File: src/rtl/ccba_pkg.sv
// Shared types, constants and helpers for the cascaded circular bearing averager.
// No dependencies; every other file refers to it by scoped names.
package ccba_pkg;

    localparam int NWIN     = 5;
    localparam int MAXLEN   = 32;
    localparam int WIN_W    = 3;
    localparam int POS_W    = 5;
    localparam int LEN_W    = 6;
    localparam int Q_W      = 16;
    localparam int BRG_W    = 16;
    localparam int SUM_W    = 21;
    localparam int CXY_W    = 21;
    localparam int CZ_W     = 25;
    localparam int TICK_W   = 11;
    localparam int IT_W     = 4;
    localparam int DCNT_W   = 5;
    localparam int DVD_W    = 20;

    localparam int LEN_FAST_DEF      = 5;
    localparam int LEN_SECOND_DEF    = 10;
    localparam int LEN_THREE_SEC_DEF = 30;
    localparam int LEN_HALF_MIN_DEF  = 30;
    localparam int LEN_TEN_MIN_DEF   = 20;

    localparam logic signed [Q_W-1:0] QONE = 16'sd32767;
    localparam logic [16:0] FULL_TURN  = 17'd36000;
    localparam logic [16:0] QUARTER    = 17'd9000;
    localparam logic [16:0] HALF_TURN  = 17'd18000;
    localparam logic [16:0] THREE_QTR  = 17'd27000;
    localparam int          ANG_SHIFT  = 8;
    localparam logic [IT_W-1:0] CORDIC_LAST = 4'd15;
    localparam logic signed [CXY_W-1:0] CORDIC_X0 = 21'sd79595;
    localparam logic signed [CZ_W-1:0]  Z_HALF_TURN = 25'sd4608000;
    localparam logic [DCNT_W-1:0] DIV_LAST = 5'd19;

    localparam logic [2:0]        PHASE_LAST  = 3'd4;
    localparam logic [5:0]        SLOW_LAST   = 6'd49;
    localparam logic [TICK_W-1:0] TEN_MIN_TICK    = 11'd1504;
    localparam logic [TICK_W-1:0] TEN_MIN_RESTART = 11'd4;

    localparam logic KIND_TICK   = 1'b0;
    localparam logic KIND_PRESET = 1'b1;

    typedef struct packed {
        logic                   rd;
        logic                   wr;
        logic                   clr;
        logic [WIN_W-1:0]       win;
        logic [POS_W-1:0]       pos;
        logic signed [Q_W-1:0]  vc;
        logic signed [Q_W-1:0]  vs;
    } t_ring_req;

    typedef struct packed {
        logic                   start;
        logic                   vec;
        logic [BRG_W-1:0]       bearing;
        logic signed [Q_W-1:0]  vx;
        logic signed [Q_W-1:0]  vy;
    } t_cordic_req;

    typedef struct packed {
        logic                   done;
        logic signed [Q_W-1:0]  c;
        logic signed [Q_W-1:0]  s;
        logic [BRG_W-1:0]       bearing;
    } t_cordic_rsp;

    function automatic logic [LEN_W-1:0] clamp_len(input int l);
        if (l < 1) return LEN_W'(1);
        if (l > MAXLEN) return LEN_W'(MAXLEN);
        return LEN_W'(l);
    endfunction

    function automatic logic signed [Q_W-1:0] sat_q15(input logic signed [CXY_W-1:0] v);
        if (v > CXY_W'(QONE)) return QONE;
        if (v < -CXY_W'(QONE)) return -QONE;
        return v[Q_W-1:0];
    endfunction

    // arctan(2^-i) in 1/25600 degree
    function automatic logic signed [CZ_W-1:0] atan_step(input logic [IT_W-1:0] i);
        logic signed [CZ_W-1:0] a;
        unique case (i)
            4'd0:  a = 25'sd1152000;
            4'd1:  a = 25'sd680065;
            4'd2:  a = 25'sd359328;
            4'd3:  a = 25'sd182400;
            4'd4:  a = 25'sd91554;
            4'd5:  a = 25'sd45822;
            4'd6:  a = 25'sd22916;
            4'd7:  a = 25'sd11459;
            4'd8:  a = 25'sd5730;
            4'd9:  a = 25'sd2865;
            4'd10: a = 25'sd1432;
            4'd11: a = 25'sd716;
            4'd12: a = 25'sd358;
            4'd13: a = 25'sd179;
            4'd14: a = 25'sd90;
            default: a = 25'sd45;
        endcase
        return a;
    endfunction

endpackage

File: src/rtl/ccba_div.sv
// Bit-serial restoring divider: rounded mean of a window sum by its length.
// Depends on ccba_pkg.
module ccba_div (
    input  logic                               i_clk,
    input  logic                               i_rst_n,
    input  logic                               i_start,
    input  logic signed [ccba_pkg::SUM_W-1:0]  i_sum,
    input  logic [ccba_pkg::LEN_W-1:0]         i_len,
    output logic                               o_done,
    output logic signed [ccba_pkg::Q_W-1:0]    o_q
);
    logic                              r_busy, r_fin, r_neg;
    logic [ccba_pkg::DCNT_W-1:0]       r_cnt;
    logic [ccba_pkg::DVD_W-1:0]        r_dvd;
    logic [ccba_pkg::LEN_W-1:0]        r_rem;
    logic [ccba_pkg::LEN_W-1:0]        r_len;

    logic [ccba_pkg::SUM_W-1:0]        mag;
    logic [ccba_pkg::LEN_W:0]          trial;
    logic                              qbit;
    logic signed [ccba_pkg::Q_W-1:0]   q_sat;

    assign mag   = (i_sum < 0) ? ccba_pkg::SUM_W'(-i_sum) : ccba_pkg::SUM_W'(i_sum);
    assign trial = {r_rem, r_dvd[ccba_pkg::DVD_W-1]};
    assign qbit  = trial >= {1'b0, r_len};

    always_ff @(posedge i_clk) begin
        if (!i_rst_n) begin
            r_busy <= 1'b0;
            r_fin  <= 1'b0;
            r_cnt  <= '0;
        end else begin
            r_fin <= 1'b0;
            if (i_start) begin
                r_busy <= 1'b1;
                r_cnt  <= '0;
            end else if (r_busy) begin
                r_cnt <= r_cnt + 1'b1;
                if (r_cnt == ccba_pkg::DIV_LAST) begin
                    r_busy <= 1'b0;
                    r_fin  <= 1'b1;
                end
            end
        end
    end

    // quotient bits shift into the low end as dividend bits leave the top
    always_ff @(posedge i_clk) begin
        if (i_start) begin
            r_dvd <= ccba_pkg::DVD_W'(mag + ccba_pkg::SUM_W'(i_len >> 1));
            r_neg <= i_sum < 0;
            r_rem <= '0;
            r_len <= i_len;
        end else if (r_busy) begin
            r_dvd <= {r_dvd[ccba_pkg::DVD_W-2:0], qbit};
            r_rem <= qbit ? ccba_pkg::LEN_W'(trial - {1'b0, r_len})
                          : ccba_pkg::LEN_W'(trial);
        end
    end

    assign q_sat  = ccba_pkg::sat_q15(signed'({1'b0, r_dvd}));
    assign o_q    = r_neg ? -q_sat : q_sat;
    assign o_done = r_fin;
endmodule

File: config.mk
export PLATFORM = sky130hd
export DESIGN_NAME = ccba_div
export DESIGN_NICKNAME = d
export VERILOG_FILES = /design/src/rtl/ccba_pkg.sv /design/src/rtl/ccba_div.sv
export SDC_FILE = /design/constraint.sdc
export NUM_CORES = 1
export LEC_CHECK = 0
export BUFFER_PORTS_ARGS = -buffer_cell sky130_fd_sc_hd__buf_2
export CORE_MARGIN = 2
export CORE_UTILIZATION = 46
export CTS_BUF_LIST = sky130_fd_sc_hd__clkbuf_8
export DETAILED_ROUTE_END_ITERATION = 7
export PLACE_DENSITY = 0.69
export SYNTH_ARGS = -nofsm -noshare
export SYNTH_HDL_FRONTEND = slang
export SYNTH_SLANG_ARGS = --single-unit
File: constraint.sdc
create_clock -name i_clk -period 3.8 [get_ports i_clk]
set_input_delay 0.76 -clock i_clk [delete_from_list [all_inputs] [get_ports i_clk]]
set_output_delay 0.76 -clock i_clk [all_outputs]
set_load 0.005 [all_outputs]
* Yosys cells after proc, flatten, opt, wreduce, memory -nomap -nowiden *
Cells that the tools add are included.

cells by class
  $add $sub $neg = 5
  magnitude comparators = 4
  equality and inequality tests = 1
  muxes and demuxes = 16
  bitwise logic cells = 2
  reductions and logical operators = 3

operator list
  kind                                                          number
  two-way mux 16 bit                                            5
  two-way mux 20 bit                                            3
  less-than comparator 21 x 1 -> 1 bit, second input constant   1
  less-than comparator 21 x 16 -> 1 bit, second input constant  1
  adder 20 x 5 -> 20 bit                                        1
  > comparator 20 x 15 -> 1 bit, second input constant          1
  negator 20 bit                                                1
  negator 16 bit                                                1
  >= comparator 7 x 6 -> 1 bit                                  1
  two-way mux 1 bit                                             7
  two-way mux 6 bit                                             1
  subtractor 6 bit                                              1
  adder 5 x 1 -> 5 bit, second input constant                   1
  == test 5 bit, second input constant                          1
  OR reduction 3 bit                                            1
  inverter 1 bit                                                2
  nonzero test 2 bit                                            1
  OR reduction 2 bit                                            1

word-level totals
  bits in registers = 40
  input port bits = 30
  output and inout port bits = 17
  logic and storage cells = 38

* Depth between registers and ports, before layout *
  word-level depth = 7
  gate-level depth with buffers = 13
  depth with buffers taken out = 12

* Worst setup path after synthesis *
Ideal clock, no wire load.

  path kind = reg2out
  from = reg r_dvd[17] in the netlist's numbering
  to = out o_q[14] in the netlist's numbering
  data arrival time = 2.872 ns
  required time = 3.040 ns
  setup slack = 0.168 ns
  cell stages (with the launch flop) = 13
  buffers on the path = 2
  cells stage by stage = edfxtp_1 -> or4_1 -> or2_1 -> clkbuf_1 -> clkbuf_1 -> nor2_1 -> ha_1 -> nand2_1 -> or3_1 -> o41a_1 -> nand2b_1 -> a21oi_1 -> o32ai_1

on the way
  cells in the longest elaborated chain, start to end = 7
  elaborated cells between the ends (all ways) = 10
  those cells by class = add/sub (1); order compare (2); mux (7)

ends and longest elaborated chain
  what                                   RTL line        text
  from (decl)                            ccba_div.sv:14  logic [ccba_pkg::DVD_W-1:0] r_dvd;
  from (signal assigned)                 ccba_div.sv:50  r_dvd <= ccba_pkg::DVD_W'(mag + ccba_pkg::SUM_W'(i_len >> 1));
  from (signal assigned)                 ccba_div.sv:55  r_dvd <= {r_dvd[ccba_pkg::DVD_W-2:0], qbit};
  less-than comparator 21 x 16 -> 1 bit  ccba_pkg.sv:78  if (v < -CXY_W'(QONE)) return -QONE;
  two-way mux 1 bit (2 in a row)         ccba_pkg.sv:78
  two-way mux 16 bit                     ccba_pkg.sv:79  return v[Q_W-1:0];
  two-way mux 16 bit *                   ccba_pkg.sv:78
  negator 16 bit                         ccba_div.sv:62  assign o_q = r_neg ? -q_sat : q_sat;
  two-way mux 16 bit *                   ccba_div.sv:62
  to (decl)                              ccba_div.sv:10  output logic signed [ccba_pkg::Q_W-1:0] o_q

Every way passes the cells marked *; elsewhere a longest branch is shown, timed or not. The select of a mux whose other input is x is not followed.

* Final worst setup path *
Ends and elaborated chain as after synthesis.

==> impl_metrics.json <==
{
  "avgSynthCellArea_sq_um": 9.014,
  "ys_types": 59,
  "track_usage_pct": 18.79,
  "crit_type": "reg -> out",
  "post-place-ws_ns": 0.1547,
  "drt_iter0_drc": 221,
  "cts_made_buffers": 5,
  "powerDensity_nw_per_um2": 338.2,
  "wl_per_cell_microns": 14.55,
  "start_kind": "flop",
  "finClkSkew_ns": 0.01019,
  "clkPwrFrac_pct": 26.9,
  "swShare_pct": 31.96,
  "port_buffers": 46,
  "ys_seq_area_share_pct": 31.52,
  "outcome": "complete, no violations",
  "finalWorstSetupSlack_ns": 0.004961,
  "multi_input_area_sq_um": 2252,
  "peakVddDrop_uv": 190.7,
  "num_vias": 3004,
  "clock_sinks": 40,
  "switching_power_mw": 0.4296,
  "fmax_ghz": 0.2635,
  "ys_ff_latch": 40,
  "rsz0062_at_grt": "yes",
  "grt_pass1_wl_mm": 12.70,
  "synth_top_area_share_pct": 23.86,
  "fin_crit_sh_pct": 99.87,
  "slew_violations": 0,
  "row_count": 31,
  "max_slew_margin_pct": 45.66,
  "fin_crit_ns": 3.795,
  "synth_largest_area_cell": "edfxtp_1",
  "tritoncts": "built",
  "dieArea_sq_um": 8091,
  "syn-cell-area_sq_um": 3398,
  "synthTopCellsByCount": "nand2_1 (29), xnor2_1 (29), edfxtp_1 (27), nor2_1 (27), o21ai_0 (19)",
  "worst_setup_path_end_kind": "output pin",
  "drive_gt1_share_pct": 26.95,
  "htreeDepth": 2,
  "clk_latency_ns": 0.30,
  "antenna_found_initial": 0,
  "async_flop_share_pct": 0,
  "placed_area_sq_um": 3721,
  "fin_area_sq_um": 3975,
  "chipWidth_microns": 89.95,
  "grt_overflow_total": 0,
  "hold_slack_ns": 0.5033,
  "finalSetupViolCount": 0,
  "final.setup.tns_ns": 0,
  "syn_to_final_growth_pct": 16.97,
  "nets": 468,
  "gp_congestion": 0.8682,
  "diodes": 0,
  "cts-root-buf": "clkbuf_8",
  "drv_cap": 0,
  "clk_pin_slew_worst_paths_ns": 0.09,
  "yosysWarnings": 0,
  "dr.pass1.iters": 7,
  "required_ns": 3.04,
  "combPwrFrac_pct": 29.7,
  "avgViaCountPerCell": 5.755,
  "tightest_slew_ns": 0.8131,
  "hold_path_class": "reg -> reg",
  "cp.arrival_ns": 3.04,
  "synth_edf_count": 27,
  "ioPinCount": 47,
  "hold_viol": 0,
  "grt_pass1_vias": 2720,
  "synth_flop_cell": "edfxtp_1",
  "internal_power_mw": 0.9146,
  "seqCellArea_sq_um": 1071,
  "start_util_pct": 47.10,
  "cts_max_path_buffers": 2,
  "nFillCells": 673,
  "hpwl_mm": 5.769,
  "power_mw": 1.344,
  "synthesis.nets": 423,
  "grt_max_degree": 35,
  "cp_max_fo": 3,
  "ys_top_cells_by_area": "edfxtp_1 (24%), dfxtp_1 (7.7%), xnor2_1 (7.5%)",
  "seqPwrFrac_pct": 43.5,
  "wl_mm": 7.597,
  "leakage_nw": 1.538,
  "ant_nets": 0,
  "coreArea_sq_um": 7214,
  "syn_inst": 377,
  "drc": 0,
  "fp.dieH_microns": 89.95
}
## layout make-up
type	instances	share of cell area, %
Multi-Input combinational cell	296	56.66
Clock buffer	5	1.731
Clock inverter	3	1.133
Sequential cell	40	26.94
Timing Repair Buffer	61	8.719
Tap cell	99	3.116
Inverter	18	1.700
## sequential cells by signal (all words and copies together) (netlist names)
name and count:
r_len 6, r_busy 1, r_rem 6, r_dvd 20, r_cnt 5, o_done 1, r_neg 1
## kinds of logic after synthesis
logic type / Yosys count / share of synthesized area (%)
buffers and inverters: 41 / 4.897
flip-flops: 40 / 31.52
adder cells (fa/ha/maj): 16 / 6.333
AND/OR/NAND/NOR: 130 / 20.73
XOR/XNOR: 44 / 11.34
multiplexers: 17 / 5.670
AO/OA/AOI/OAI: 89 / 19.51
## metrics by stage
stage	utilization, %	instances
2_1_floorplan	-	377
3_3_place_gp	51.58	508
3_5_place_dp	51.58	508
4_1_cts	53.82	519
5_1_grt	55.10	522
6_report	55.10	522
## path summary, 6_finish.rpt
check	from	endpoint	slack (ns)	cells past startpoint
max	r_dvd[17]	o_q[14]	0.005	11
min	r_cnt[4]	o_done	0.50	2
max reg2reg	r_len[1]	r_dvd[0]	1.28	9
min reg2reg	r_cnt[4]	o_done	0.50	2
## worst max-delay path, stage by stage (launching register included)
cell      delay [ns]
edfxtp_1        0.39
or4_4           0.55
or3_4           0.34
inv_2           0.08
ha_4            0.14
nand2_4         0.05
or3_4           0.33
o41a_1          0.35
nand2b_4        0.18
a21oi_2         0.11
o32ai_1         0.08
buf_2           0.13
## routing by layer
metal / wire length [microns] / vias to the layer above / track usage [%]
met5: 0 / - / 0
met4: 149 / 0 / 7.436
met3: 417 / 9 / 2.431
met2: 3399 / 93 / 29.36
met1: 3631 / 1409 / 26.53
li1: - / 1493 / -
## cell usage in the layout, fill, tap and decap left out, types with 14 or more instances in the layout
cell       n
buf_2     46
nand2_1   28
xnor2_1   27
edfxtp_1  27
nor2_1    26
o21ai_0   19
inv_1     17
xor2_1    15
mux2_2    14
buf_4     14
## power by group through the flow
stage | Combinational, mW | Sequential (mW) | Clock [mW]
after floorplan | 0.285 | 0.566 | 0
after global placement | 0.372 | 0.588 | 0
after detailed placement | 0.380 | 0.591 | 0
after CTS | 0.389 | 0.581 | 0.367
after global routing | 0.446 | 0.593 | 0.385
final | 0.399 | 0.584 | 0.361
## what timing repair did
item	4_1_cts	5_1_grt
hold buffers	0	0
gates resized for setup	5	15
buffers inserted	3	3
endpoints found under the hold margin	0	0
endpoints found under the setup margin	3	5
pin swaps	1	4
Power figures use the tool's default switching activity.
