===== src/rtl/ccba_pkg.sv =====
// Shared types, constants and helpers for the cascaded circular bearing averager.
// No dependencies; every other file refers to it by scoped names.
package ccba_pkg;

    localparam int NWIN     = 5;
    localparam int MAXLEN   = 32;
    localparam int WIN_W    = 3;
    localparam int POS_W    = 5;
    localparam int LEN_W    = 6;
    localparam int Q_W      = 16;
    localparam int BRG_W    = 16;
    localparam int SUM_W    = 21;
    localparam int CXY_W    = 21;
    localparam int CZ_W     = 25;
    localparam int TICK_W   = 11;
    localparam int IT_W     = 4;
    localparam int DCNT_W   = 5;
    localparam int DVD_W    = 20;

    localparam int LEN_FAST_DEF      = 5;
    localparam int LEN_SECOND_DEF    = 10;
    localparam int LEN_THREE_SEC_DEF = 30;
    localparam int LEN_HALF_MIN_DEF  = 30;
    localparam int LEN_TEN_MIN_DEF   = 20;

    localparam logic signed [Q_W-1:0] QONE = 16'sd32767;
    localparam logic [16:0] FULL_TURN  = 17'd36000;
    localparam logic [16:0] QUARTER    = 17'd9000;
    localparam logic [16:0] HALF_TURN  = 17'd18000;
    localparam logic [16:0] THREE_QTR  = 17'd27000;
    localparam int          ANG_SHIFT  = 8;
    localparam logic [IT_W-1:0] CORDIC_LAST = 4'd15;
    localparam logic signed [CXY_W-1:0] CORDIC_X0 = 21'sd79595;
    localparam logic signed [CZ_W-1:0]  Z_HALF_TURN = 25'sd4608000;
    localparam logic [DCNT_W-1:0] DIV_LAST = 5'd19;

    localparam logic [2:0]        PHASE_LAST  = 3'd4;
    localparam logic [5:0]        SLOW_LAST   = 6'd49;
    localparam logic [TICK_W-1:0] TEN_MIN_TICK    = 11'd1504;
    localparam logic [TICK_W-1:0] TEN_MIN_RESTART = 11'd4;

    localparam logic KIND_TICK   = 1'b0;
    localparam logic KIND_PRESET = 1'b1;

    typedef struct packed {
        logic                   rd;
        logic                   wr;
        logic                   clr;
        logic [WIN_W-1:0]       win;
        logic [POS_W-1:0]       pos;
        logic signed [Q_W-1:0]  vc;
        logic signed [Q_W-1:0]  vs;
    } t_ring_req;

    typedef struct packed {
        logic                   start;
        logic                   vec;
        logic [BRG_W-1:0]       bearing;
        logic signed [Q_W-1:0]  vx;
        logic signed [Q_W-1:0]  vy;
    } t_cordic_req;

    typedef struct packed {
        logic                   done;
        logic signed [Q_W-1:0]  c;
        logic signed [Q_W-1:0]  s;
        logic [BRG_W-1:0]       bearing;
    } t_cordic_rsp;

    function automatic logic [LEN_W-1:0] clamp_len(input int l);
        if (l < 1) return LEN_W'(1);
        if (l > MAXLEN) return LEN_W'(MAXLEN);
        return LEN_W'(l);
    endfunction

    function automatic logic signed [Q_W-1:0] sat_q15(input logic signed [CXY_W-1:0] v);
        if (v > CXY_W'(QONE)) return QONE;
        if (v < -CXY_W'(QONE)) return -QONE;
        return v[Q_W-1:0];
    endfunction

    // arctan(2^-i) in 1/25600 degree
    function automatic logic signed [CZ_W-1:0] atan_step(input logic [IT_W-1:0] i);
        logic signed [CZ_W-1:0] a;
        unique case (i)
            4'd0:  a = 25'sd1152000;
            4'd1:  a = 25'sd680065;
            4'd2:  a = 25'sd359328;
            4'd3:  a = 25'sd182400;
            4'd4:  a = 25'sd91554;
            4'd5:  a = 25'sd45822;
            4'd6:  a = 25'sd22916;
            4'd7:  a = 25'sd11459;
            4'd8:  a = 25'sd5730;
            4'd9:  a = 25'sd2865;
            4'd10: a = 25'sd1432;
            4'd11: a = 25'sd716;
            4'd12: a = 25'sd358;
            4'd13: a = 25'sd179;
            4'd14: a = 25'sd90;
            default: a = 25'sd45;
        endcase
        return a;
    endfunction

endpackage


===== src/rtl/ccba_cordic.sv =====
// Iterative CORDIC, one micro-rotation per cycle: bearing to cos/sin, or vector to bearing.
// Depends on ccba_pkg.
module ccba_cordic (
    input  logic                  i_clk,
    input  logic                  i_rst_n,
    input  ccba_pkg::t_cordic_req i_req,
    output ccba_pkg::t_cordic_rsp o_rsp
);
    logic                                r_busy, r_fin, r_vec, r_flip, r_zero;
    logic [ccba_pkg::IT_W-1:0]           r_it;
    logic signed [ccba_pkg::CXY_W-1:0]   r_x, r_y;
    logic signed [ccba_pkg::CZ_W-1:0]    r_z;

    logic [16:0]                         b_red;
    logic signed [16:0]                  z_fold;
    logic                                flip;
    logic signed [ccba_pkg::CXY_W-1:0]   vx, vy, dx, dy, xr, yr;
    logic signed [ccba_pkg::CZ_W-1:0]    zr;
    logic signed [16:0]                  brg;
    logic                                pos_dir;
    logic signed [ccba_pkg::Q_W-1:0]     c_sat, s_sat;

    always_comb begin
        b_red = {1'b0, i_req.bearing};
        if (b_red >= ccba_pkg::FULL_TURN) begin
            b_red = b_red - ccba_pkg::FULL_TURN;
        end
        flip = 1'b0;
        if (b_red <= ccba_pkg::QUARTER) begin
            z_fold = signed'(b_red);
        end else if (b_red >= ccba_pkg::THREE_QTR) begin
            z_fold = signed'(b_red - ccba_pkg::FULL_TURN);
        end else begin
            z_fold = signed'(b_red - ccba_pkg::HALF_TURN);
            flip   = 1'b1;
        end
        vx = ccba_pkg::CXY_W'(i_req.vx) <<< 2;
        vy = ccba_pkg::CXY_W'(i_req.vy) <<< 2;
    end

    assign dx = r_y >>> r_it;
    assign dy = r_x >>> r_it;
    assign pos_dir = r_vec ? (r_y < 0) : (r_z >= 0);

    always_ff @(posedge i_clk) begin
        if (!i_rst_n) begin
            r_busy <= 1'b0;
            r_fin  <= 1'b0;
            r_it   <= '0;
        end else begin
            r_fin <= 1'b0;
            if (i_req.start) begin
                r_busy <= 1'b1;
                r_it   <= '0;
            end else if (r_busy) begin
                r_it <= r_it + 1'b1;
                if (r_it == ccba_pkg::CORDIC_LAST) begin
                    r_busy <= 1'b0;
                    r_fin  <= 1'b1;
                end
            end
        end
    end

    always_ff @(posedge i_clk) begin
        if (i_req.start) begin
            r_vec  <= i_req.vec;
            r_flip <= flip & ~i_req.vec;
            r_zero <= (i_req.vx == '0) && (i_req.vy == '0);
            if (i_req.vec) begin
                if (vx < 0) begin
                    r_x <= -vx;
                    r_y <= -vy;
                    r_z <= ccba_pkg::Z_HALF_TURN;
                end else begin
                    r_x <= vx;
                    r_y <= vy;
                    r_z <= '0;
                end
            end else begin
                r_x <= ccba_pkg::CORDIC_X0;
                r_y <= '0;
                r_z <= ccba_pkg::CZ_W'(z_fold) <<< ccba_pkg::ANG_SHIFT;
            end
        end else if (r_busy) begin
            if (pos_dir) begin
                r_x <= r_x - dx;
                r_y <= r_y + dy;
                r_z <= r_z - ccba_pkg::atan_step(r_it);
            end else begin
                r_x <= r_x + dx;
                r_y <= r_y - dy;
                r_z <= r_z + ccba_pkg::atan_step(r_it);
            end
        end
    end

    // output rounding: Q4.17 -> Q1.15, and 1/25600 deg -> 1/100 deg
    always_comb begin
        xr    = (r_x + 21'sd2) >>> 2;
        yr    = (r_y + 21'sd2) >>> 2;
        c_sat = ccba_pkg::sat_q15(xr);
        s_sat = ccba_pkg::sat_q15(yr);
        zr    = (r_z + 25'sd128) >>> ccba_pkg::ANG_SHIFT;
        brg   = zr[16:0];
        if (brg < 0) begin
            brg = brg + signed'(ccba_pkg::FULL_TURN);
        end
        o_rsp.done    = r_fin;
        o_rsp.c       = r_flip ? -c_sat : c_sat;
        o_rsp.s       = r_flip ? -s_sat : s_sat;
        o_rsp.bearing = r_zero ? '0 : brg[ccba_pkg::BRG_W-1:0];
    end
endmodule


===== config.mk =====
export PLATFORM = sky130hd
export DESIGN_NAME = ccba_cordic
export DESIGN_NICKNAME = d
export VERILOG_FILES = /design/src/rtl/ccba_pkg.sv /design/src/rtl/ccba_cordic.sv
export SDC_FILE = /design/constraint.sdc
export NUM_CORES = 1
export LEC_CHECK = 0
export ABC_AREA = 1
export ABC_CLOCK_PERIOD_IN_PS = 3700
export BUFFER_PORTS_ARGS = -buffer_cell sky130_fd_sc_hd__clkbuf_2
export CAP_MARGIN = 20
export CORE_MARGIN = 2
export CORE_UTILIZATION = 30
export CTS_CLUSTER_DIAMETER = 40
export DETAILED_ROUTE_END_ITERATION = 16
export PLACE_DENSITY_LB_ADDON = 0.12
export SLEW_MARGIN = 0
export SYNTH_ARGS = -nofsm -noshare
export SYNTH_HDL_FRONTEND = slang
export SYNTH_SLANG_ARGS = --single-unit

===== constraint.sdc =====
create_clock -name i_clk -period 3.7 [get_ports i_clk]
set_clock_uncertainty 0.1 [all_clocks]
set_input_delay 0.74 -clock i_clk [delete_from_list [all_inputs] [get_ports i_clk]]
set_output_delay 0.74 -clock i_clk [all_outputs]
set_load 0.01 [all_outputs]

### Yosys cells after proc, flatten, opt, wreduce, memory -nomap -nowiden

Memory sizes are Yosys's and may differ from the RTL's. A register that Yosys moved wholly into a read port is not among the register bits.
Cells that the tools add are included.

* add/sub/neg operators: 18
* magnitude comparators: 11
* equality and inequality tests: 1
* shift-type cells: 2
* muxes and demuxes: 53
* bitwise gates (word level): 4
* reduce and logical (&&, ||, !) cells: 6

Operator list (number)
* 25-bit 2-to-1 mux: 10
* 21-bit 2-to-1 mux: 10
* 16-bit 2-to-1 mux: 12
* 17-bit 2-to-1 mux: 3
* 21-bit adder: 2
* 21-bit by 3-bit adder with 21-bit output (second input constant): 2
* 18-bit negation with 21-bit output: 2
* 21-bit by 4-bit >>> shifter with 21-bit output: 2
* 21-bit subtractor: 2
* 19-bit by 16-bit greater-than comparator with 1-bit output (second input constant): 2
* 19-bit by 16-bit less-than comparator with 1-bit output (second input constant): 2
* 16-bit logical NOT: 2
* 16-bit negation: 2
* 25-bit adder: 1
* 25-bit by 9-bit adder with 25-bit output (second input constant): 1
* 25-bit by 1-bit greater-or-equal comparator with 1-bit output (second input constant): 1
* 25-bit subtractor: 1
* 23-bit 2-to-1 mux: 1
* 21-bit by 1-bit less-than comparator with 1-bit output (second input constant): 1
* 18-bit by 1-bit less-than comparator with 1-bit output (second input constant): 1
* 17-bit by 15-bit greater-or-equal comparator with 1-bit output (second input constant): 1
* 17-bit by 14-bit less-or-equal comparator with 1-bit output (second input constant): 1
* 17-bit by 1-bit less-than comparator with 1-bit output (second input constant): 1
* 16-bit by 16-bit subtractor with 17-bit output (second input constant): 1
* other kinds (14): 31

* register bits: 76
* bits in read-only memories: 672
* bits of input ports: 52
* output and inout bits: 49
* word-level logic and storage cells: 106
* memories kept: 2

Memory list
* (no name shown): depth 16, width 21, read ports 1, clocked after Yosys merged registers in 1, write ports 0, RTL line ccba_pkg.sv:85 `unique case (i)`
* (no name shown): depth 16, width 21, read ports 1, clocked after Yosys merged registers in 1, write ports 0, RTL line ccba_pkg.sv:85

### Longest topological paths before layout

Gate-level depths: netlist of run 1.

* depth after elaboration: 9
* mapped depth: 29
* mapped depth without buffers: 27

### Worst setup path before layout of run 1

Ideal clock, no wire load.

* path type: register to register
* start: register r_it[3] in the netlist's numbering
* end: register r_x[15] in the netlist's numbering, data pin
* arrival time: 3638 ps
* setup slack: -292 ps
* stages on the path, launching flop included: 25
* buffers on the path: 3
* path through: dfxtp_1 clkbuf_1 clkinv_1 buf_2 clkbuf_1 nand3_1 o21ai_0 ha_1 nor2_1 xor2_1 ha_1 a21oi_1 o21ai_0 nand2_1 nand2_1 nand2_1 nand2_1 a21boi_0 o21ai_0 inv_1 o21a_1 o21ai_0 or2_2 nand3_1 nand2_1

* longest elaborated chain between the ends: 5
* elaborated cells on any way between the ends: 6
* those cells by class: add/sub: 2; shift: 1; mux: 3

Ends and longest elaborated chain
* start, declared: RTL line ccba_cordic.sv:10 `logic [ccba_pkg::IT_W-1:0] r_it;`
* start signal, assigned: RTL line ccba_cordic.sv:56 `r_it <= r_it + 1'b1;`
* 21-bit by 4-bit >>> shifter with 21-bit output *: RTL line ccba_cordic.sv:41 `assign dx = r_y >>> r_it;`
* 21-bit adder / 21-bit subtractor (equally long branches): RTL line ccba_cordic.sv:91, ccba_cordic.sv:87
* 21-bit 2-to-1 mux *: RTL line ccba_cordic.sv:86 `if (pos_dir) begin`
* 21-bit 2-to-1 mux *: RTL line ccba_cordic.sv:85 `end else if (r_busy) begin`
* 21-bit 2-to-1 mux *: RTL line ccba_cordic.sv:66 `if (i_req.start) begin`
* end signal, assigned: RTL line ccba_cordic.sv:72 `r_x <= -vx;`
* end signal, assigned: RTL line ccba_cordic.sv:87 `r_x <= r_x - dx;`
* end signal, assigned: RTL line ccba_cordic.sv:91 `r_x <= r_x + dx;`
* end, declared: RTL line ccba_cordic.sv:11 `logic signed [ccba_pkg::CXY_W-1:0] r_x, r_y;`

Mark *: on every way between the ends. The rest lies on a longest branch, timed or not. The select of a mux whose other input is x is not followed.
A chain may end at the register's enable or synchronous reset.

### Worst setup path after layout of run 1

* start: register r_it[0] in the netlist's numbering
* end: register r_x[19] in the netlist's numbering, data pin

Same word-level chain as after synthesis.

==> results of run 1 <==
[area by class of cell]
cell class	count	share of cell area [%]
timing repair buffer	755	23.9
multi-input combinational	2073	55.2
clock inverter	6	0.275
inverter	349	5.38
timing repair inverter	1	0.0305
clock buffer	10	1.02
sequential	97	10.8
tap	672	3.42
[what timing repair did]
item                                    4_1_cts  5_1_grt
gates cloned                                  5        3
gates resized for setup                     354      416
setup buffers                                69       72
endpoints found under the setup margin       78       88
pin swaps                                   138      201
[logic make-up (layout without fill, tap and decap cells)]
family / count (synthesis) / count (layout) / synth area share, %
AND/OR/NAND/NOR: 1369 / 1369 / 38.5
AO/OA/AOI/OAI: 474 / 474 / 17.3
buffers and inverters: 424 / 1121 / 11.1
XOR/XNOR: 123 / 123 / 7.05
flip-flops: 97 / 97 / 17.3
adder cells (fa/ha/maj): 95 / 95 / 7.93
multiplexers: 12 / 12 / 0.787
[critical path, delay by kind of cell, from the launching register on]
kind / cells / cell delay, ns
xor+xnor: 1 / 0.17
compound gates: 6 / 0.69
simple gates: 11 / 1.49
fa+ha+maj: 1 / 0.33
buf+inv: 5 / 0.79
flops: 1 / 0.41
[metrics by stage]
step | util, % | power, mW | setup WS, ns
after global routing | 49.0 | 29.7 | -0.718
after CTS | 44.8 | 24.0 | -0.414
after detailed placement | 40.3 | 20.0 | -0.785
after global placement | 40.3 | 20.0 | -0.802
after floorplan | - | 11.5 | -0.0371
final | 49.0 | 27.5 | -0.432
[per-layer routing]
| metal | global-route usage [%] | wire length (um) | vias to the layer above |
|---|---|---|---|
| li1 | - | - | 9920 |
| met4 | 4.10 | 965 | 2 |
| met5 | 0 | 13 | - |
| met1 | 29.7 | 28200 | 9157 |
| met2 | 41.5 | 31700 | 308 |
| met3 | 2.09 | 1850 | 59 |
[power breakdown]
part / internal (mW) / total (mW) / switching, mW / leakage (nW)
Combinational: 11.8 / 24.2 / 12.4 / 10.8
Clock: 0.520 / 1.05 / 0.530 / 0.157
Sequential: 1.78 / 2.27 / 0.486 / 0.941
[cell usage in the layout (no fill, tap or decap), types with 29 or more instances in the layout]
cell,n
buf_6,40
nand3_2,36
xor2_1,71
nand2_4,30
edfxtp_1,70
inv_2,36
inv_1,307
nand2_1,641
a21oi_1,97
o21ai_0,92
xnor2_1,30
nand4_1,44
ha_1,56
buf_4,597
o21ai_2,60
nor2_4,29
nand3_1,136
nor2_1,164
nor2_2,56
nor3_1,34
clkbuf_2,74
o21ai_1,64
ha_4,34
a21oi_2,35
nand2_2,121
[worst max path at each step]
stage | end | slack [ns] | cells after the start
after CTS | r_x[19] | -0.41 | 23
after floorplan | r_x[15] | -0.04 | 26
final | r_x[19] | -0.43 | 24
after global routing | r_x[20] | -0.72 | 23
after global placement | r_x[19] | -0.80 | 24
after detailed placement | r_x[19] | -0.78 | 24
==> impl_metrics.tcl, run 1 <==
set metrics [dict create \
    cts_buffer_depth 2 \
    path_cells "buf_6 -> buf_16 -> nand2_4 -> o21ai_4 -> or2_1 -> o211ai_1 -> nand2_1 -> a22oi_2 -> buf_4 -> nand3_4 -> nor4_4 -> buf_4 -> a21oi_2 -> xor2_1 -> ha_1 -> nand2_2 -> nor4_4 -> buf_4 -> nand4_1 -> nand3_2 -> nand3_2 -> nand2_2 -> o21ai_1 -> a21oi_1" \
    status "finished, violations left" \
    rsz0062_at_grt "yes" \
    cp_common_cell "buf_4" \
    crit_path_start "r_it[0]" \
    synth_area_leader_cell "nand2_1" \
    finalNonFillerCells 3963 \
    syn_area_per_cell_um2 5.89 \
    cp.arrival_ns 4.28 \
    setup-violations-final 55 \
    placed_cell_area_um2 20200 \
    critPathLaunchType "flop" \
    dr.pass1.iters 5 \
    fin_ws_ns -0.432 \
    post-route-min-period_ns 4.13 \
    fmax_mhz 242 \
    synth_nets 2741 \
    clock-root-buffer "clkbuf_16" \
    overflow 0 \
    hp-start "r_busy" \
    ff_latch_area_um2 2650 \
    dp_cells 3804 \
    drive_gt1_share_pct 40.9 \
    min_to "r_fin" \
    seq_area_frac_synth_pct 17.3 \
    min_path_cells 2 \
    viasPerCell 4.91 \
    async_flop_share_pct 0 \
    slowest_stage "dfxtp_4" \
    violations "negative setup slack" \
    cts_max_level 3 \
    dieArea_um2 52700 \
    ys.flop_type "edfxtp_1" \
    clk_latency_ns 0.38 \
    ios 101 \
    r2r-start "r_it[0]" \
    maxCapViolCount 0 \
    track_usage_pct 22.9 \
    cts.sinks 97 \
    area_growth_pct 61.0 \
    drt-initial-drc-count 802 \
    reg2reg_depth 24 \
    synthCells 2594 \
    synthTopCellsByArea "nand2_1 (19%), edfxtp_1 (14%), inv_1 (8.3%)" \
    synthDominantCellAreaShare_pct 18.9 \
    dieHeight_um 230 \
    yosysMostFrequentCell "nand2_1" \
    worstSetupPathType "flop to flop" \
    first_global_vias 18699 \
    hpwlAfterDp_um 48800 \
    ys_seq_elements 97 \
    multi_input_comb_area_um2 13600 \
    setup-tns-final_ns -14.98 \
    start_util_pct 30.4 \
    finalCritPeriodShare_pct 112 \
    ys_types 65 \
    cts-hold-fix-buffers 0 \
    coreArea_um2 50200 \
    cts_tree "yes" \
    nFillCells 5132 \
    clk_pin_slew_ns 0.09 \
    drt_wl_total_um 62800 \
    antenna_found_initial 1 \
    p_leak_nw 11.9 \
    drc 0 \
    ant_nets 0 \
    routabilityCongestion 0.908 \
    max_stage_delay_ns 0.41 \
    slew_viol_final 0 \
    power_density_nw_per_um2 1120 \
    rows 82 \
    synth_edf_count 70 \
    r2r_setup_slack_ns -0.43 \
    cts_buffers 9 \
    finalHoldViolations 0 \
    crit_required_ns 3.84 \
    hp-class "flop to flop" \
    path_max_fanout 6 \
    grt_max_degree 40 \
    die_w_um 230 \
    diodes 0 \
    nets 3433 \
    worstMarginPinSlew_ns 0.753 \
    io_buffers 100 \
    vias 19446 \
    synth_warnings 0 \
    wl_per_cell_um 15.8 \
    slew_headroom_pct 49.6 \
    grt_pass1_wl_um 97800 \
    ir_worst_vdd_mv 0.609 \
    netlist_area_um2 15300 \
    crit-reg2reg-capture "r_x[19]" \
    synthTopCellsByCount "nand2_1 (767), inv_1 (337), nor2_1 (230)" \
    crit_path_end_kind "flop" \
    final_area_um2 24600 \
    hold_ws_ns 0.476 \
]
Note: power is estimated with default switching activity, not from simulation.
==> run 2: changes to the inputs <==
--- a/config.mk
+++ b/config.mk
@@ -5,7 +5,6 @@
 export SDC_FILE = /design/constraint.sdc
 export NUM_CORES = 1
 export LEC_CHECK = 0
-export ABC_AREA = 1
 export ABC_CLOCK_PERIOD_IN_PS = 3700
 export BUFFER_PORTS_ARGS = -buffer_cell sky130_fd_sc_hd__clkbuf_2
 export CAP_MARGIN = 20
@@ -14,6 +13,7 @@
 export CTS_CLUSTER_DIAMETER = 40
 export DETAILED_ROUTE_END_ITERATION = 16
 export PLACE_DENSITY_LB_ADDON = 0.12
+export RECOVER_POWER = 50
 export SLEW_MARGIN = 0
 export SYNTH_ARGS = -nofsm -noshare
 export SYNTH_HDL_FRONTEND = slang
==> run 2 against run 1 <==
  * The run ends with max-capacitance violations, max-slew violations, negative setup slack left
  * Core utilization rose by 1.2 points
  * Final area rose by 1.8%
  * Fmax fell by 12%
  * Critical path type unchanged
==> impl_metrics.tcl, run 2 <==
set metrics [dict create \
    overflow 0 \
    power_density_nw_per_um2 1080 \
    area_growth_pct 66.0 \
    rows 82 \
    grt_max_degree 58 \
    drc 0 \
    cp.arrival_ns 4.70 \
    hpwlAfterDp_um 48100 \
    syn_area_per_cell_um2 7.71 \
    cts_tree "yes" \
    diodes 0 \
    wl_per_cell_um 18.9 \
    layout_common_cells "buf_4 (641), nand2_1 (168), nor2_1 (131)" \
    async_flop_share_pct 0 \
    drt_wl_total_um 63800 \
    yosysMostFrequentCell "nand2_1" \
    clock-root-buffer "clkbuf_16" \
    coreArea_um2 49900 \
    cts_buffer_depth 2 \
    die_w_um 228 \
    cts-hold-fix-buffers 0 \
    critPathLaunchType "flop" \
    synthTopCellsByArea "edfxtp_1 (14%), ha_1 (7.6%), xor2_1 (6.7%)" \
    first_global_vias 18164 \
    ys_types 85 \
    synthCells 1956 \
    ys_seq_elements 97 \
    path_max_fanout 3 \
    netlist_area_um2 15100 \
    fmax_mhz 213 \
    nFillCells 4824 \
    finalHoldViolations 0 \
    antenna_found_initial 1 \
    io_buffers 100 \
    top_usage_layer "met2" \
    post-place-ws_ns -1.34 \
    p_leak_nw 10.7 \
    ios 101 \
    grt_pass1_wl_um 99000 \
    drive_gt1_share_pct 48.6 \
    nets 2855 \
    status "finished, violations left" \
    hp-class "flop to flop" \
    dp_cells 3181 \
    vias 18051 \
    ant_nets 0 \
    synthDominantCellAreaShare_pct 13.9 \
    finalNonFillerCells 3385 \
    crit_required_ns 3.71 \
    final_common_cell "buf_4" \
    cts_max_level 3 \
    ir_worst_vdd_mv 0.527 \
    crit_path_end_kind "flop" \
    clk_pin_slew_ns 0.08 \
    routabilityCongestion 0.901 \
    synth_area_leader_cell "edfxtp_1" \
    track_usage_pct 23.6 \
    slew_viol_final 69 \
    grtUsageMet3_pct 2.35 \
    synthTopCellsByCount "nand2_1 (183), o21ai_0 (173), nor2_1 (158)" \
    synth_edf_count 70 \
    clk_latency_ns 0.39 \
    fin_ws_ns -0.987 \
    dr.pass1.iters 7 \
    rsz0062_at_grt "yes" \
    finalCritPeriodShare_pct 127 \
    cts.sinks 97 \
    maxCapViolCount 2 \
    setup-violations-final 77 \
    worstSetupPathType "flop to flop" \
    dieHeight_um 228 \
    seq_area_frac_synth_pct 17.5 \
    met1_usage_pct 29.9 \
    synth_nets 2103 \
    viasPerCell 5.33 \
    drt-initial-drc-count 1111 \
    post-route-min-period_ns 4.69 \
    ys.flop_type "edfxtp_1" \
    dieArea_um2 52100 \
    cts_buffers 9 \
    worstMarginPinSlew_ns 2.36 \
    synth_warnings 0 \
    gr-usage-met2_pct 42.2 \
    slew_headroom_pct -57.3 \
    violations "max-capacitance violations, max-slew violations, negative setup slack" \
    start_util_pct 30.2 \
    finalPower_mw 27.0 \
]
run 2: changes by cell type after synthesis, sizes merged, moves of 34 or more:
cell and delta:
nand2 -609, inv -291, nand3 -126, nor2 -89, xnor2 +67, clkbuf +58
o21ai -54, mux2i +42, nand2b +37, mux4 +34
run 2: critical path, cell delays in order (launching register included):
cell	delay, ns
edfxtp_1	0.51
buf_6	0.17
mux4_2	0.47
mux2_4	0.32
or3_4	0.39
o21ai_4	0.08
buf_6	0.12
a21oi_2	0.05
xnor2_1	0.13
ha_1	0.32
o21a_1	0.15
a21bo_4	0.26
a211oi_4	0.30
o21ai_2	0.11
a211oi_2	0.27
nor2_2	0.07
a21oi_2	0.18
a31oi_1	0.12
xnor2_1	0.20
o21ai_0	0.09
run 2: timing repair:
item,4_1_cts,5_1_grt
pin swaps,205,169
gates resized for setup,397,220
setup endpoints to repair,89,93
gates cloned,5,0
buffers inserted,144,78
hold endpoints to repair,0,0
run 2: stage by stage:
stage                     TNS [ns]  area [um^2]  utilization, %  hold WS [ns]
after CTS                   -40.22        23700            47.6         0.500
after detailed placement    -48.59        20800            41.7         0.487
after global placement      -46.01        20800            41.7         0.486
final                       -41.45        25000            50.2         0.509
after floorplan             -21.94        15700               -         0.452
after global routing        -52.25        25000            50.2         0.546
run 2: path summary, 6_finish.rpt:
kind,end,slack (ns),cells past startpoint,startpoint
hold / removal,r_busy,0.51,2,r_busy
setup / recovery,r_y[20],-0.99,19,r_x[5]
setup reg to reg,r_y[20],-0.99,19,r_x[5]
hold reg to reg,r_busy,0.51,2,r_busy
run 2: report_power, final:
part	internal (mW)	switching [mW]	total (mW)
Sequential	1.80	0.513	2.31
Clock	0.493	0.533	1.03
Combinational	12.4	11.3	23.7
Total	14.7	12.4	27.0
run 2: kinds of logic (layout without fill, tap and decap cells):
family	Yosys count	count (layout)	synth area share (%)
simple gates	667	667	21.9
compound gates	585	585	24.7
xor+xnor	219	219	12.7
buf+inv	186	943	5.01
mux	107	107	10.1
flops	97	97	17.5
fa+ha+maj	95	95	8.03
run 2: cell type report:
cell class	count	area (um^2)	area share (%)
inverter	58	240	0.960
clock buffer	10	239	0.955
clock inverter	6	60.1	0.240
multi-input combinational	1673	14100	56.2
timing repair buffer	869	6940	27.7
sequential	97	2650	10.6
tap	672	841	3.36
run 2: layer usage:
metal / wire length, um / vias to the layer above / share of wire [%]
li1: - / 8763 / -
met1: 27800 / 8860 / 44
met2: 32100 / 336 / 50
met3: 2060 / 90 / 3.2
met4: 1830 / 2 / 2.9
met5: 13 / - / 0.020
==> run 3: changes to the inputs <==
--- a/config.mk
+++ b/config.mk
@@ -8,6 +8,8 @@
 export ABC_CLOCK_PERIOD_IN_PS = 3700
 export BUFFER_PORTS_ARGS = -buffer_cell sky130_fd_sc_hd__clkbuf_2
 export CAP_MARGIN = 20
+export CELL_PAD_IN_SITES_DETAIL_PLACEMENT = 0
+export CELL_PAD_IN_SITES_GLOBAL_PLACEMENT = 2
 export CORE_MARGIN = 2
 export CORE_UTILIZATION = 30
 export CTS_CLUSTER_DIAMETER = 40
==> run 3 against run 2 <==
  * The run still ends with max-capacitance violations, max-slew violations, negative setup slack left
  * Core utilization up 0.77 points
  * Non-clock buffer count up 15
  * Worst hold slack worse by 0.0041 ns
  * Final cell count up 0.44%
  * Wire length up 3.2%
  * Fmax down 0.67%
  * Die area unchanged
  * Global-route usage up 0.88 points
  * Critical path type is now flop to output port
  * Highest routed layer is now met4
==> impl_metrics.tcl, run 3 (same netlist as run 2, synthesis figures left out) <==
set metrics [dict create \
    vias 18012 \
    cts_tree "yes" \
    coreArea_um2 49900 \
    crit_path_end_kind "output port" \
    intPower_mw 14.1 \
    drt_wl_total_um 65900 \
    track_usage_pct 24.5 \
    maxCapViolCount 2 \
    power_density_nw_per_um2 1030 \
    die_w_um 228 \
    slowest_stage "or4_4" \
    finalCritPeriodShare_pct 128 \
    ios 101 \
    cts_buffers 9 \
    area_growth_pct 68.5 \
    setup-tns-final_ns -41.36 \
    hold_ws_ns 0.505 \
    cts_max_level 3 \
    start_util_pct 30.2 \
    setup-violations-final 76 \
    routabilityCongestion 0.908 \
    io_buffers 100 \
    p_switching_mw 12.0 \
    rsz0062_at_grt "yes" \
    worstMarginPinSlew_ns 1.80 \
    switching_share_pct 45.9 \
    max_stage_delay_ns 0.52 \
    finalNonFillerCells 3400 \
    antenna_found_initial 0 \
    final_area_um2 25400 \
    path_cells "buf_6 -> nand4_1 -> buf_4 -> or4_4 -> nor2_4 -> xnor2_2 -> nor2_2 -> a31o_4 -> or3_4 -> inv_4 -> ha_4 -> a32oi_1 -> o31a_1 -> a21oi_2 -> buf_2" \
    fmax_mhz 212 \
    drive_gt1_share_pct 49.7 \
    post-route-min-period_ns 4.72 \
    final_common_cell "buf_4" \
    drt-initial-drc-count 961 \
    layout_common_cells "buf_4 (647), nand2_1 (160), nor2_1 (136)" \
    worst-path-buf-inv 4 \
    finalPower_mw 26.2 \
    clk_pin_slew_ns 0.08 \
    hp-class "flop to flop" \
    drc 0 \
    ant_nets 0 \
    clock-root-buffer "clkbuf_16" \
    hpwlAfterDp_um 50800 \
    seqPwrFrac_pct 8.9 \
    status "finished, violations left" \
    power_frac_comb_pct 87.4 \
    diodes 0 \
    violations "max-capacitance violations, max-slew violations, negative setup slack" \
    fin_ws_ns -1.02 \
    dieArea_um2 52100 \
    cts_buffer_depth 2 \
    clkPwrFrac_pct 3.7 \
    wl_per_cell_um 19.4 \
    ir_worst_vdd_mv 0.623 \
    path_delay_family "simple AND/OR/NAND/NOR gates" \
    dp_cells 3189 \
    finalHoldViolations 0 \
    p_leak_nw 10.9 \
    post-place-ws_ns -1.28 \
    slew_viol_final 52 \
    rows 82 \
    path_max_fanout 9 \
    dieHeight_um 228 \
    cp.arrival_ns 3.88 \
    first_global_vias 18215 \
    grt_max_degree 57 \
    slew_headroom_pct -20.2 \
    grt_pass1_wl_um 101000 \
    placed_cell_area_um2 20900 \
    crit_required_ns 2.86 \
    overflow 0 \
    dr.pass1.iters 5 \
    cts.sinks 97 \
    post-route-util_pct 50.9 \
    critPathLaunchType "flop" \
    worstSetupPathType "flop to output port" \
    viasPerCell 5.30 \
    nets 2870 \
    clk_latency_ns 0.39 \
    cts-hold-fix-buffers 0 \
]
[run 3: metal layers]
layer  track usage, %  part of all wire (%)
met2             44.8                    51
met5                0                     0
met3             2.06                   2.6
met4             8.95                   3.5
met1             29.9                    43
[run 3: final cells by class]
type	instances	area (um^2)
sequential	97	2650
clock buffer	9	225
clock inverter	7	52.6
inverter	58	240
multi-input combinational	1673	14300
tap	672	841
timing repair buffer	884	7110
fill	4821	24500
[run 3: final timing paths]
path | from | end | slack (ns) | depth (start not counted)
hold reg to reg | r_busy | r_busy | 0.50 | 2
hold / removal | r_busy | r_busy | 0.50 | 2
setup reg to reg | r_y[15] | r_x[20] | -1.01 | 17
setup / recovery | r_y[9] | o_rsp[22] | -1.02 | 15
[run 3: worst reg2reg max path, delay by kind of cell (launching register included)]
kind	cells	cell delay [ns]
simple gates	5	0.98
mux	2	0.75
flops	1	0.52
compound gates	7	1.58
xor+xnor	1	0.15
fa+ha+maj	1	0.21
buf+inv	1	0.18
[run 3: timing repair]
item / 4_1_cts / 5_1_grt
pin swaps: 220 / 182
setup buffers: 153 / 74
setup endpoints to repair: 87 / 90
resized for setup: 402 / 264
cloned: 1 / 2
[run 3: power groups by stage]
stage	clock (mW)	sequential, mW	combinational [mW]
finish	0.963	2.33	22.9
global route	1.03	2.36	24.6
CTS	0.996	2.32	20.9
detailed placement	0	2.45	17.1
global placement	0	2.44	17.1
floorplan	0	2.10	9.86
